[src/design/efd_pkg.sv]
// Shared constants, register codes and inter-module types of the frame decoder.
package efd_pkg;

  localparam int BYTE_W      = 8;
  localparam int MSG_LEN_W   = 7;
  localparam int CFG_IDX_W   = 2;
  localparam int GUARD_BYTES = 2;

  localparam logic [CFG_IDX_W-1:0] CFG_START = 2'd0;
  localparam logic [CFG_IDX_W-1:0] CFG_END   = 2'd1;
  localparam logic [CFG_IDX_W-1:0] CFG_ESC   = 2'd2;

  localparam logic [BYTE_W-1:0] START_RST = 8'd2;
  localparam logic [BYTE_W-1:0] END_RST   = 8'd3;
  localparam logic [BYTE_W-1:0] ESC_RST   = 8'd16;

  // Release job handed from front to back.
  typedef struct packed {
    logic                 bank;
    logic                 empty;
    logic [MSG_LEN_W-1:0] len;
  } job_t;

  // Back end frees a buffer bank once its last byte has been read.
  typedef struct packed {
    logic valid;
    logic bank;
  } release_t;

endpackage

[src/design/efd_in_if.sv]
// Receive byte channel.
interface efd_in_if;
  logic                       valid;
  logic                       ready;
  logic [efd_pkg::BYTE_W-1:0] rx_byte;

  modport source (output valid, output rx_byte, input ready);
  modport sink   (input valid, input rx_byte, output ready);
endinterface

[src/design/efd_out_if.sv]
// Decoded message byte channel.
interface efd_out_if;
  logic                          valid;
  logic                          ready;
  logic [efd_pkg::BYTE_W-1:0]    msg_byte;
  logic [efd_pkg::MSG_LEN_W-1:0] msg_length;
  logic                          is_last;
  logic                          empty_frame;

  modport source (output valid, output msg_byte, output msg_length, output is_last,
                  output empty_frame, input ready);
  modport sink   (input valid, input msg_byte, input msg_length, input is_last,
                  input empty_frame, output ready);
endinterface

[src/design/efd_ram.sv]
// Generic single-write, single-read RAM with registered read data.
module efd_ram #(
  parameter int WIDTH = 8,
  parameter int DEPTH = 128
) (
  input  logic                     clk,
  input  logic                     we,
  input  logic [$clog2(DEPTH)-1:0] waddr,
  input  logic [WIDTH-1:0]         wdata,
  input  logic                     re,
  input  logic [$clog2(DEPTH)-1:0] raddr,
  output logic [WIDTH-1:0]         rdata
);

  logic [WIDTH-1:0] mem_r [DEPTH];
  logic [WIDTH-1:0] rdata_r;

  always_ff @(posedge clk) begin
    if (we) begin
      mem_r[waddr] <= wdata;
    end
    if (re) begin
      rdata_r <= mem_r[raddr];
    end
  end

  assign rdata = rdata_r;

endmodule

[src/design/efd_front.sv]
// Front end: pattern registers, byte classification, payload writes and job issue.
module efd_front #(
  parameter int MAX_BYTES = 64
) (
  input  logic                          clk,
  input  logic                          rst_n,
  efd_in_if.sink                        in_ch,
  input  logic                          cfg_wr_en,
  input  logic [efd_pkg::CFG_IDX_W-1:0] cfg_index,
  input  logic [efd_pkg::BYTE_W-1:0]    cfg_wdata,
  output logic                          push_valid,
  output efd_pkg::job_t                 push_job,
  input  logic                          fifo_full,
  input  efd_pkg::release_t             rel,
  output logic                          ram_we,
  output logic [$clog2(MAX_BYTES):0]    ram_waddr,
  output logic [efd_pkg::BYTE_W-1:0]    ram_wdata
);

  localparam int AW = $clog2(MAX_BYTES);
  localparam int LW = efd_pkg::MSG_LEN_W;
  localparam logic [AW-1:0] LIMIT = AW'(MAX_BYTES - efd_pkg::GUARD_BYTES);
  localparam logic [AW-1:0] LAST  = AW'(MAX_BYTES - 1);

  logic [efd_pkg::BYTE_W-1:0] start_r, end_r, esc_r;
  logic          in_frame_r, in_frame_nxt;
  logic          esc_pend_r, esc_pend_nxt;
  logic [AW-1:0] fill_r, fill_nxt;
  logic          bank_r, bank_nxt;
  logic [1:0]    busy_r, busy_nxt;
  logic          accept;
  logic [efd_pkg::BYTE_W-1:0] b;

  assign b           = in_ch.rx_byte;
  assign in_ch.ready = !busy_r[bank_r] && !fifo_full;
  assign accept      = in_ch.valid && in_ch.ready;
  assign ram_waddr   = {bank_r, fill_r};
  assign ram_wdata   = b;

  always_comb begin
    in_frame_nxt   = in_frame_r;
    esc_pend_nxt   = esc_pend_r;
    fill_nxt       = fill_r;
    bank_nxt       = bank_r;
    busy_nxt       = busy_r;
    ram_we         = 1'b0;
    push_valid     = 1'b0;
    push_job.bank  = bank_r;
    push_job.empty = (fill_r == '0);
    push_job.len   = LW'(fill_r);
    if (rel.valid) begin
      busy_nxt[rel.bank] = 1'b0;
    end
    if (accept) begin
      if (esc_pend_r) begin
        esc_pend_nxt = 1'b0;
        if (fill_r == LAST) begin
          in_frame_nxt = 1'b0;
          fill_nxt     = '0;
        end else begin
          ram_we   = 1'b1;
          fill_nxt = AW'(fill_r + 1'b1);
        end
      end else if (b == start_r) begin
        in_frame_nxt = 1'b1;
        fill_nxt     = '0;
      end else if (!in_frame_r) begin
        // outside a frame: byte dropped
      end else if (b == esc_r) begin
        esc_pend_nxt = 1'b1;
      end else if (b == end_r) begin
        push_valid   = 1'b1;
        in_frame_nxt = 1'b0;
        fill_nxt     = '0;
        if (fill_r != '0) begin
          busy_nxt[bank_r] = 1'b1;
          bank_nxt         = ~bank_r;
        end
      end else if (fill_r < LIMIT) begin
        ram_we   = 1'b1;
        fill_nxt = AW'(fill_r + 1'b1);
      end else begin
        in_frame_nxt = 1'b0;
        fill_nxt     = '0;
      end
    end
  end

  always_ff @(posedge clk) begin
    if (!rst_n) begin
      in_frame_r <= 1'b0;
      esc_pend_r <= 1'b0;
      fill_r     <= '0;
      bank_r     <= 1'b0;
      busy_r     <= '0;
    end else begin
      in_frame_r <= in_frame_nxt;
      esc_pend_r <= esc_pend_nxt;
      fill_r     <= fill_nxt;
      bank_r     <= bank_nxt;
      busy_r     <= busy_nxt;
    end
  end

  always_ff @(posedge clk) begin
    if (!rst_n) begin
      start_r <= efd_pkg::START_RST;
      end_r   <= efd_pkg::END_RST;
      esc_r   <= efd_pkg::ESC_RST;
    end else if (cfg_wr_en) begin
      unique case (cfg_index)
        efd_pkg::CFG_START: start_r <= cfg_wdata;
        efd_pkg::CFG_END:   end_r   <= cfg_wdata;
        efd_pkg::CFG_ESC:   esc_r   <= cfg_wdata;
        default: ;
      endcase
    end
  end

endmodule

[src/design/efd_job_fifo.sv]
// Two-entry queue of release jobs between front and back end.
module efd_job_fifo (
  input  logic          clk,
  input  logic          rst_n,
  input  logic          push,
  input  efd_pkg::job_t push_job,
  output logic          full,
  input  logic          pop,
  output efd_pkg::job_t pop_job,
  output logic          empty
);

  efd_pkg::job_t mem_r [2];
  logic          wr_ptr_r, rd_ptr_r;
  logic [1:0]    count_r;
  logic          do_push, do_pop;

  assign full    = (count_r == 2'd2);
  assign empty   = (count_r == 2'd0);
  assign do_push = push && !full;
  assign do_pop  = pop && !empty;
  assign pop_job = mem_r[rd_ptr_r];

  always_ff @(posedge clk) begin
    if (!rst_n) begin
      wr_ptr_r <= 1'b0;
      rd_ptr_r <= 1'b0;
      count_r  <= 2'd0;
    end else begin
      if (do_push) begin
        mem_r[wr_ptr_r] <= push_job;
        wr_ptr_r        <= ~wr_ptr_r;
      end
      if (do_pop) begin
        rd_ptr_r <= ~rd_ptr_r;
      end
      if (do_push && !do_pop) begin
        count_r <= 2'(count_r + 2'd1);
      end else if (do_pop && !do_push) begin
        count_r <= 2'(count_r - 2'd1);
      end
    end
  end

endmodule

[src/design/efd_back.sv]
// Back end: drains a released frame from the payload RAM into the output register.
module efd_back #(
  parameter int MAX_BYTES = 64
) (
  input  logic                          clk,
  input  logic                          rst_n,
  input  logic                          fifo_empty,
  input  efd_pkg::job_t                 pop_job,
  output logic                          pop,
  output efd_pkg::release_t             rel,
  output logic                          ram_re,
  output logic [$clog2(MAX_BYTES):0]    ram_raddr,
  input  logic [efd_pkg::BYTE_W-1:0]    ram_rdata,
  efd_out_if.source                     out_ch
);

  localparam int AW = $clog2(MAX_BYTES);
  localparam int LW = efd_pkg::MSG_LEN_W;

  logic          active_r, jbank_r, jempty_r;
  logic [LW-1:0] jlen_r;
  logic [AW-1:0] idx_r;
  logic          rd_valid_r, rd_last_r, rd_empty_r;
  logic [LW-1:0] rd_len_r;
  logic          out_valid_r, out_last_r, out_empty_r;
  logic [LW-1:0] out_len_r;
  logic [efd_pkg::BYTE_W-1:0] out_byte_r;
  logic          out_load, issue, issue_last;

  assign out_load   = rd_valid_r && (!out_valid_r || out_ch.ready);
  assign issue      = active_r && (!rd_valid_r || out_load);
  assign issue_last = jempty_r || (LW'(LW'(idx_r) + LW'(1)) == jlen_r);
  assign pop        = !active_r && !fifo_empty;
  // empty frames own no bank, so they never touch the RAM
  assign ram_re     = issue && !jempty_r;
  assign ram_raddr  = {jbank_r, idx_r};
  assign rel.valid  = issue && issue_last && !jempty_r;
  assign rel.bank   = jbank_r;

  always_ff @(posedge clk) begin
    if (!rst_n) begin
      active_r    <= 1'b0;
      rd_valid_r  <= 1'b0;
      out_valid_r <= 1'b0;
    end else begin
      if (pop) begin
        active_r <= 1'b1;
        jbank_r  <= pop_job.bank;
        jempty_r <= pop_job.empty;
        jlen_r   <= pop_job.len;
        idx_r    <= '0;
      end else if (issue) begin
        if (issue_last) begin
          active_r <= 1'b0;
        end else begin
          idx_r <= AW'(idx_r + 1'b1);
        end
      end
      if (issue) begin
        rd_valid_r <= 1'b1;
        rd_last_r  <= issue_last;
        rd_empty_r <= jempty_r;
        rd_len_r   <= jlen_r;
      end else if (out_load) begin
        rd_valid_r <= 1'b0;
      end
      if (out_load) begin
        out_valid_r <= 1'b1;
        out_byte_r  <= rd_empty_r ? '0 : ram_rdata;
        out_len_r   <= rd_len_r;
        out_last_r  <= rd_last_r;
        out_empty_r <= rd_empty_r;
      end else if (out_ch.ready) begin
        out_valid_r <= 1'b0;
      end
    end
  end

  assign out_ch.valid       = out_valid_r;
  assign out_ch.msg_byte    = out_byte_r;
  assign out_ch.msg_length  = out_len_r;
  assign out_ch.is_last     = out_last_r;
  assign out_ch.empty_frame = out_empty_r;

endmodule

[src/design/escaped_frame_decoder_core.sv]
// Byte-stuffing frame decoder top level: front end, job queue, two-bank RAM, back end.
//
// One received byte is taken per cycle while a frame is assembled. A closing byte
// queues the frame for release; after a frame with payload the front end moves on
// to the other bank of a two-bank payload RAM (2 x MAX_BYTES bytes), so the next
// frame is collected while the back end drains the previous one through a RAM read
// stage and an output register, at one result per cycle while the output is not
// stalled. The input stalls only while both banks hold frames waiting to drain or
// the two-entry job queue is full. An empty frame yields a single result. The RAM
// needs no clearing pass: only bytes written in a frame are read.
module escaped_frame_decoder_core #(
  parameter int MAX_BYTES = 64
) (
  input  logic                          clk,
  input  logic                          rst_n,
  efd_in_if.sink                        in_ch,
  efd_out_if.source                     out_ch,
  input  logic                          cfg_wr_en,
  input  logic [efd_pkg::CFG_IDX_W-1:0] cfg_index,
  input  logic [efd_pkg::BYTE_W-1:0]    cfg_wdata
);

  localparam int AW = $clog2(MAX_BYTES);

  logic                       push_valid, fifo_full, fifo_empty, pop;
  efd_pkg::job_t              push_job, pop_job;
  efd_pkg::release_t          rel;
  logic                       ram_we, ram_re;
  logic [AW:0]                ram_waddr, ram_raddr;
  logic [efd_pkg::BYTE_W-1:0] ram_wdata, ram_rdata;

  efd_front #(.MAX_BYTES(MAX_BYTES)) u_front (
    .clk        (clk),
    .rst_n      (rst_n),
    .in_ch      (in_ch),
    .cfg_wr_en  (cfg_wr_en),
    .cfg_index  (cfg_index),
    .cfg_wdata  (cfg_wdata),
    .push_valid (push_valid),
    .push_job   (push_job),
    .fifo_full  (fifo_full),
    .rel        (rel),
    .ram_we     (ram_we),
    .ram_waddr  (ram_waddr),
    .ram_wdata  (ram_wdata)
  );

  efd_job_fifo u_fifo (
    .clk      (clk),
    .rst_n    (rst_n),
    .push     (push_valid),
    .push_job (push_job),
    .full     (fifo_full),
    .pop      (pop),
    .pop_job  (pop_job),
    .empty    (fifo_empty)
  );

  efd_ram #(.WIDTH(efd_pkg::BYTE_W), .DEPTH(2 ** (AW + 1))) u_ram (
    .clk   (clk),
    .we    (ram_we),
    .waddr (ram_waddr),
    .wdata (ram_wdata),
    .re    (ram_re),
    .raddr (ram_raddr),
    .rdata (ram_rdata)
  );

  efd_back #(.MAX_BYTES(MAX_BYTES)) u_back (
    .clk        (clk),
    .rst_n      (rst_n),
    .fifo_empty (fifo_empty),
    .pop_job    (pop_job),
    .pop        (pop),
    .rel        (rel),
    .ram_re     (ram_re),
    .ram_raddr  (ram_raddr),
    .ram_rdata  (ram_rdata),
    .out_ch     (out_ch)
  );

`ifndef SYNTH
  a_no_bank_collision: assert property (@(posedge clk) disable iff (!rst_n)
    (ram_we && ram_re) |-> (ram_waddr[AW] != ram_raddr[AW]))
    else $error("payload write hit the bank being drained");

  a_empty_frame_shape: assert property (@(posedge clk) disable iff (!rst_n)
    (out_ch.valid && out_ch.empty_frame) |->
      (out_ch.is_last && out_ch.msg_length == '0 && out_ch.msg_byte == '0))
    else $error("empty frame transfer malformed");

  a_payload_has_length: assert property (@(posedge clk) disable iff (!rst_n)
    (out_ch.valid && !out_ch.empty_frame) |-> (out_ch.msg_length != '0))
    else $error("payload transfer with zero length");

  a_no_push_when_full: assert property (@(posedge clk) disable iff (!rst_n)
    push_valid |-> !fifo_full)
    else $error("job issued into a full queue");
`endif

endmodule

[src/flat_wrapper.sv]
// flat-port wrapper written by rule: the top's interface ports become plain ports
module escaped_frame_decoder_core_flat 
#(
  parameter int MAX_BYTES = 64
)
  (clk, rst_n, cfg_wr_en, cfg_index, cfg_wdata, in_ch_valid, in_ch_rx_byte, in_ch_ready, out_ch_valid, out_ch_msg_byte, out_ch_msg_length, out_ch_is_last, out_ch_empty_frame, out_ch_ready);
  efd_in_if in_ch_i ();
  efd_out_if out_ch_i ();
  input  logic clk;
  input  logic rst_n;
  input  logic cfg_wr_en;
  input  logic [efd_pkg::CFG_IDX_W-1:0] cfg_index;
  input  logic [efd_pkg::BYTE_W-1:0] cfg_wdata;
  input wire logic [$bits(in_ch_i.valid)-1:0] in_ch_valid;
  input wire logic [$bits(in_ch_i.rx_byte)-1:0] in_ch_rx_byte;
  output wire logic [$bits(in_ch_i.ready)-1:0] in_ch_ready;
  output wire logic [$bits(out_ch_i.valid)-1:0] out_ch_valid;
  output wire logic [$bits(out_ch_i.msg_byte)-1:0] out_ch_msg_byte;
  output wire logic [$bits(out_ch_i.msg_length)-1:0] out_ch_msg_length;
  output wire logic [$bits(out_ch_i.is_last)-1:0] out_ch_is_last;
  output wire logic [$bits(out_ch_i.empty_frame)-1:0] out_ch_empty_frame;
  input wire logic [$bits(out_ch_i.ready)-1:0] out_ch_ready;
  assign in_ch_i.valid = in_ch_valid;
  assign in_ch_i.rx_byte = in_ch_rx_byte;
  assign in_ch_ready = in_ch_i.ready;
  assign out_ch_valid = out_ch_i.valid;
  assign out_ch_msg_byte = out_ch_i.msg_byte;
  assign out_ch_msg_length = out_ch_i.msg_length;
  assign out_ch_is_last = out_ch_i.is_last;
  assign out_ch_empty_frame = out_ch_i.empty_frame;
  assign out_ch_i.ready = out_ch_ready;
  escaped_frame_decoder_core #(.MAX_BYTES(MAX_BYTES)) u_core (.clk(clk), .rst_n(rst_n), .in_ch(in_ch_i), .out_ch(out_ch_i), .cfg_wr_en(cfg_wr_en), .cfg_index(cfg_index), .cfg_wdata(cfg_wdata));
endmodule
[config.mk]
export PLATFORM = sky130hd
export DESIGN_NAME = escaped_frame_decoder_core_flat
export DESIGN_NICKNAME = d
export VERILOG_FILES = /design/src/design/efd_pkg.sv /design/src/design/efd_in_if.sv /design/src/design/efd_out_if.sv /design/src/design/efd_ram.sv /design/src/design/efd_front.sv /design/src/design/efd_job_fifo.sv /design/src/design/efd_back.sv /design/src/design/escaped_frame_decoder_core.sv /design/src/flat_wrapper.sv
export SDC_FILE = /design/constraint.sdc
export NUM_CORES = 1
export LEC_CHECK = 0
export CAP_MARGIN = 20
export CORE_MARGIN = 4
export CORE_UTILIZATION = 58
export DETAILED_ROUTE_END_ITERATION = 10
export DONT_BUFFER_PORTS = 1
export GPL_ROUTABILITY_DRIVEN = 1
export PLACE_DENSITY_LB_ADDON = 0.1
export SYNTH_ARGS = -nofsm -noshare
export SYNTH_HDL_FRONTEND = slang
export SYNTH_SLANG_ARGS = --single-unit
[constraint.sdc]
create_clock -name clk -period 4.45 [get_ports clk]
set_clock_uncertainty 0.2 [all_clocks]
set_input_delay 0.445 -clock clk [delete_from_list [all_inputs] [get_ports clk]]
set_output_delay 0.445 -clock clk [all_outputs]
set_load 0.01 [all_outputs]
==> results.md, run 1 <==
- Status: finished with violations
- Failing checks: hold timing
- Gr usage total: about a quarter
- Vias per cell: ~6.4
- Final WL: about 97000 µm
- Largest net degree at the start of global routing: between 100 and 150
- CP peak stage delay: 1.11 ns
- Slew headroom: roughly 29%
- Post-synth EDFFs: 1086
- Top Family by Delay on Critical Path: simple AND/OR/NAND/NOR gates
- Tmin final: ~3.7 ns
- Clock transition at path regs: roughly 0.060 ns
- Initial antenna violation count: 1
- Period utilisation layout: 82.6%
- CP Buf/Inv Count: 0
- Multi-input logic area: between 9000 and 10000 µm²
- Highest clock rate: approximately 270 MHz
- H-tree depth: 3
- Internal power: 0.0186 W
- Finished Cell Area: ~49000 µm²
- I/O Buffers: 0
- Antenna diodes: 0
- Worst Max-Slew Pin Slew: roughly 1.1 ns
- Startpoint types: flip-flop
- Worst VDD drop: between 400 and 500 µV
- Yosys warnings: 0
- First-pass GRT wire length: 145000 µm
- Worst EP arrival: ~3.8 ns
- Clock power share: 36.1%
- Post-route ant nets: 0
- Unrepaired setup endpoints after global routing: false
- Seq pwr share: around half
- Drt pass-1 iters: 6
- Vias: approximately 21000
- CP endpoint kind: flip-flop
- CP Max Fanout: 14
- Critical Path RT: 4.53 ns
- Async set-reset flop share out of synthesis: 0%
- Final setup vio count: 0
- Synthesized instance count: between 2000 and 2500
- Core footprint: between 70000 and 80000 µm²
- Final HPWL DP: between 50000 and 60000 µm
- Fin. max-slew vios: 0
- Leakage: 15.3 nW
- Mapped Area: between 40000 and 50000 µm²
- Average wire per standard cell: 29.6 µm
- Syn_nets: ~2200
- CTS max path bufs: 3
- Post-CTS Setup Bufs: 0
- Clock sink count: approximately 1100
- Sequential share of the synthesized area: ~76%
- GRT Residual Overflow: 0
- Hold Slack: -0.0170 ns
- DRT iter0 DRCs: about 2300
- Area Growth Syn to Fin: 11.9%
- Layout cells sized above 1: 21.5%
- Syn_area_per_cell: 20.5 µm²
- Starting Density: approximately three fifths
- Worst min path class: primary input to flip-flop
- RePlAce Congestion: slightly above 0.8
- Net Sw Power: roughly 0.0060 W
- CTS tree: built
- Yosys top cell by area: edfxtp_1
- Synth area leaders: edfxtp_1 (74%), mux4_2 (13%), mux2i_1 (2.1%)
- Worst setup path class: flip-flop to flip-flop
- Post-synth top cells: edfxtp_1 (1086), mux4_2 (256), nor2_1 (160)
- Sw frac: around a quarter
- DIE WIDTH: about 280 µm
- CP dominant cell by count: nor2_1
- Share of the synthesized area in the top cell type: between 70% and 80%
- FF+latch count, synth: around 1100
- Clock Tree Root: clkbuf_16
- Max-cap viol count: 0
- Distinct cells, synth: 53
- Vias in the first global route: ~21000
- Die ar.: between 80000 and 90000 µm²
- Combinational power share: about 16%
- Die height: 283 µm
- Setup TNS: 0 ns
- Placed cell area: between 40000 and 50000 µm²
- Count leader, synth: edfxtp_1
- Ys flop type: edfxtp_1
- Clk_lat worst skew: roughly 0.66 ns
- Residual DRC: 0
- Cts bufs inserted: 110
- # rows: 100
- Sequential cell area: roughly 33000 µm²
- Worst path cell trace: xor2_1 > nor2_1 > a41o_1 > o31ai_4 > or4b_2 > nor2_1
- Highest-delay cell along the critical path: or4b_2
- Power Density: 501 nW/µm²
- Final Hold Viols: 3
- I/O pins: 42
- FILL cells: about 4900
- Fin nets: between 2000 and 2500
[worst paths after layout]
check	start	endpoint	slack (ns)	depth (start not counted)
min	in_ch_rx_byte[5]	u_core.u_ram.mem_r[56][5]	-0.02	1
max reg2reg	u_core.u_front.start_r[1]	u_core.u_ram.mem_r[6][4]	0.77	6
min reg2reg	u_core.u_back.rd_len_r[4]	u_core.u_back.out_ch.msg_length[4]	0.22	0
max	u_core.u_front.start_r[1]	u_core.u_ram.mem_r[6][4]	0.77	6
[metrics by stage]
step	util (%)	hold WS [ns]	setup WS [ns]	total power (W)	cells
5_1_grt	65.6	0.0395	0.653	0.0254	3287
3_3_place_gp	60.5	0.210	0.746	0.0157	3059
2_1_floorplan	-	0.200	1.62	0.0146	2140
6_report	65.6	-0.0170	0.772	0.0246	3287
4_1_cts	65.6	0.00669	0.823	0.0248	3287
3_5_place_dp	60.5	0.205	0.622	0.0158	3059
[flip-flops by register name, indices dropped and copies added (netlist names), 2 cells and up]
| signal | flops |
|---|---|
| u_core.u_fifo.count_r | 2 |
| u_core.u_ram.rdata | 8 |
| u_core.u_front.fill_r | 6 |
| u_core.u_back.rd_len_r | 6 |
| u_core.u_front.end_r | 8 |
| u_core.u_front.esc_r | 8 |
| u_core.u_back.jlen_r | 6 |
| u_core.u_back.idx_r | 6 |
| u_core.u_back.out_ch.msg_length | 6 |
| u_core.u_front.start_r | 8 |
| u_core.u_front.busy_r | 2 |
| u_core.u_back.out_ch.msg_byte | 8 |
| u_core.u_fifo.mem_r | 16 |
| u_core.u_ram.mem_r | 1024 |
[logic make-up after synthesis]
family	count (synthesis)	share of synthesized area [%]
other	1	0.00856
AND/OR/NAND/NOR	334	3.53
buffers and inverters	120	1.18
flip-flops	1128	76.3
multiplexers	354	15.4
XOR/XNOR	45	0.931
AO/OA/AOI/OAI	154	2.48
adder cells (fa/ha/maj)	4	0.114
[layout by cell type, fill, tap and decap left out, drive strengths merged, types with 8 or more instances in the layout]
master       Yosys  final
clkinv           0     50
nor2b           37     37
a2111oi          9      9
xnor2           28     28
nand3           10     10
nor2           170    170
clkbuf          64    142
o21ai           29     29
nand4           19     19
inv              8     11
o22ai           34     34
xor2            16     16
dlygate4sd3      0     15
buf             48     71
and2             9      9
o211ai          32     32
mux2             8      8
a211oi          24     24
mux2i           90     90
mux4           256    256
edfxtp        1086   1086
nand2           69     69
dfxtp           42     42
[what timing repair did]
item,4_1_cts,5_1_grt
gates resized for setup,0,0
endpoints found under the hold margin,1082,0
hold buffers,24,0
[power groups by stage]
stage / clock network [W] / registers [W] / logic [W]
after floorplan: 0 / 0.0120 / 0.00256
after detailed placement: 0 / 0.0121 / 0.00366
after global placement: 0 / 0.0121 / 0.00363
after global routing: 0.00946 / 0.0119 / 0.00406
after CTS: 0.00900 / 0.0119 / 0.00386
final: 0.00886 / 0.0119 / 0.00382
[per-layer routing]
layer | GRT usage [%] | part of all wire, %
met4 | 6.93 | 2.9
met1 | 36.7 | 42
met3 | 3.87 | 6.4
met5 | 0 | 0.0051
met2 | 40.1 | 49
[final cells by class]
cell class	count	share of cell area, %
timing repair buffer	86	2.13
clock inverter	62	0.926
tap	969	2.47
multi-input combinational	892	20.1
clock buffer	142	6.09
sequential	1128	68.2
inverter	8	0.0612
Note: power is estimated with default switching activity, not from simulation.
==> run 2: changes to the inputs <==
==> constraint.sdc (replaced) <==
create_clock -name clk -period 3.4 [get_ports clk]
set_clock_uncertainty 0.2 [all_clocks]
set_input_delay 0.34 -clock clk [delete_from_list [all_inputs] [get_ports clk]]
set_output_delay 0.34 -clock clk [all_outputs]
set_load 0.01 [all_outputs]
==> run 2 against run 1 <==
Compared with the run above:
- the run still ends with hold timing left
- worst setup slack worse by 0.75 ns
- global-route usage increased by 1.2 points
- non-clock buffer count grew 45
- first-iteration DRC count is 0.87% higher
- sequential cell count stayed put
- register-to-register slack got worse by 0.51 ns
- highest routed layer is now met4
==> results.md, run 2 (same netlist as run 1, synthesis figures left out) <==
- End-of-flow core utilization: 67.0% (+1.4 points)
- Average wire per standard cell: 30.5 µm (+2.8%)
- Fin nets: 2300 (+2.1%)
- Gr usage total: 26.2% (+1.2 points)
- Vias in the first global route: 21622 (+0.65%)
- FILL cells: 4756 (-2.6%)
- Placed cells: 3070 (+0.36%)
- Sequential cell area: 33500 µm² (unchanged)
- Post-CTS Setup Bufs: 0 (unchanged)
- Commonest non-fill, non-tap cells in the layout: edfxtp_1 (1086), mux4_2 (256), nor2_1 (121)
- Starting Density: 58.7% (unchanged)
- Final WL: 102000 µm (+4.3%)
- Most common cell after layout, fill and taps aside: edfxtp_1
- Core footprint: 74700 µm² (unchanged)
- Worst EP arrival: 3.51 ns (-0.25 ns)
- CTS tree: built
- CP Max Fanout: 16 (+2)
- Leakage: 15.8 nW (+3.0%)
- CP endpoint kind: flip-flop
- Initial antenna violation count: 3 (+2)
- Largest net degree at the start of global routing: 130 (+0.78%)
- RePlAce Congestion: 0.812 (+0.20%)
- Clock Tree Root: clkbuf_16
- Largest regs: u_core.u_ram.mem_r x1024, u_core.u_fifo.mem_r x16
- Highest clock rate: 296 MHz
- Hold Slack: -0.0539 ns (-0.0369 ns)
- Vias per cell: 6.37 (-0.45%)
- Die ar.: 80000 µm² (unchanged)
- Worst setup path class: primary input to flip-flop
- Clock sink count: 1128 (unchanged)
- Final std cells w/o fill: 3335 (+1.5%)
- I/O pins: 42 (unchanged)
- Register-to-Register Setup Slack: 0.26 ns (-0.51 ns)
- I/O Buffers: 0 (unchanged)
- # rows: 100 (unchanged)
- Multi-input logic area: 9950 µm² (+0.99%)
- Biggest register: u_core.u_ram.mem_r
- CTS max path bufs: 3 (unchanged)
- Area Growth Syn to Fin: 14.3%
- Final setup vio count: 0 (unchanged)
- Period utilisation layout: about 99%
- Worst R2R Path Depth: 9 (+3)
- Startpoint types: primary input
- Post-route ant nets: 0 (unchanged)
- GRT Residual Overflow: 0 (unchanged)
- Vias: 21236 (+1.0%)
- Min-Delay Endpoint: u_core.u_ram.mem_r[127][6]
- RR Endpoint: u_core.u_ram.rdata[7]
- Tot Pwr: 0.0330 W (+34%)
- Die height: 283 µm (unchanged)
- Final Hold Viols: 4 (+1)
- Cts bufs inserted: 112 (+1.8%)
- Unrepaired setup endpoints after global routing: true
- Drt pass-1 iters: 7 (+1)
- Antenna diodes: 0 (unchanged)
- Clk_lat worst skew: 0.67 ns (about the same)
- Max-cap viol count: 0 (unchanged)
- Worst min path class: primary input to flip-flop
- DIE WIDTH: 283 µm (unchanged)
- DRT iter0 DRCs: 2318 (+0.87%)
- Hold wc startpoint: in_ch_rx_byte[6]
- Worst Max-Slew Pin Slew: 1.07 ns (+0.00743 ns)
- Clock transition at path regs: 0.06 ns (about the same)
- Layout cells sized above 1: 24.5% (+3.0 points)
- Critical Path RT: 3.53 ns (-1.00 ns)
- Final HPWL DP: 56000 µm (+0.34%)
- First-pass GRT wire length: 151000 µm (+3.8%)
- Power Density: 660 nW/µm² (+32%)
- RR Startpoint: u_core.u_back.idx_r[0]
- Max FFs per register: 1024 (unchanged)
- Residual DRC: 0 (unchanged)
- Hold Crit Depth: 1 (unchanged)
- Fin. max-slew vios: 0 (unchanged)
- Failing checks: hold timing
- Worst VDD drop: 431 µV (-0.48%)
- H-tree depth: 3 (unchanged)
- Slew headroom: 26.5% (-2.3 points)
- Status: finished with violations
- Tmin final: 3.38 ns
==> run 2: cell count changes in the layout (fill, tap and decap cells not counted), moves of 2 or more <==
cell	before	now
buf_4	47	49
buf_16	8	14
clkinv_1	32	20
clkbuf_1	25	19
nor2_2	4	43
nor2_1	160	121
buf_12	16	31
dlygate4sd3_1	15	37
bufinv_16	6	15
clkbuf_8	3	1
clkinv_2	16	28
==> run 2: stage by stage <==
step	TNS, ns	instance area (µm²)	hold WS, ns	worst slack, ns
after floorplan	0	43800	0.200	0.671
after global placement	0	45400	0.208	0.244
after detailed placement	0	45400	0.212	0.249
after CTS	0	50000	0.00827	0.00645
after global routing	-3.83	50100	-0.0405	-0.0698
final	0	50100	-0.0539	0.0205
==> run 2: how the worst max path moves through the flow <==
stage	startpoint	end	slack (ns)	cells after the start
final	in_ch_rx_byte[7]	u_core.u_ram.mem_r[45][0]	0.02	9
after global routing	in_ch_rx_byte[7]	u_core.u_ram.mem_r[42][2]	-0.07	9
after CTS	in_ch_rx_byte[7]	u_core.u_ram.mem_r[4][2]	0.006	9
after detailed placement	u_core.u_back.idx_r[0]	u_core.u_ram.rdata[5]	0.25	9
after global placement	u_core.u_back.idx_r[0]	u_core.u_ram.rdata[7]	0.24	9
after floorplan	in_ch_rx_byte[1]	u_core.u_ram.mem_r[118][0]	0.67	7
==> run 2: cell type report <==
type | instances | area share, %
clock buffers | 134 | 5.87
multi-input cells | 892 | 19.9
well taps | 969 | 2.42
inverters | 8 | 0.0600
clock inverters | 73 | 1.50
flip-flops and latches | 1128 | 66.8
repair buffers | 131 | 3.48
==> run 2: report_power, final <==
group	internal [W]	switching [W]	total, W
clock	0.00728	0.00505	0.0123
sequential	0.0154	0.000135	0.0155
combinational	0.00234	0.00284	0.00518
total	0.0250	0.00802	0.0330
==> run 2: worst max-delay path: stages <==
cell and delay [ns]:
dlygate4sd3_1 0.91, buf_16 0.22, xnor2_1 0.13, nand2_1 0.12, o41ai_4 0.65, o31ai_4 0.21
nand4_1 0.14, buf_4 0.45, nor2_1 0.32
==> run 2: repair_timing <==
| action | in CTS | in global routing |
|---|---|---|
| setup endpoints to repair | 0 | 349 |
| endpoints found under the hold margin | 1114 | 12 |
| hold buffers | 57 | 1 |
| resized for setup | 0 | 39 |
==> run 2: metal layers <==
layer	track usage, %	wire length, µm	share of wire (%)	up-vias
li1	-	-	-	9060
met1	38.4	41500	41	11106
met3	4.67	7800	7.7	139
met5	0	0	0	-
met4	5.99	2250	2.2	0
met2	42.2	50100	49	931
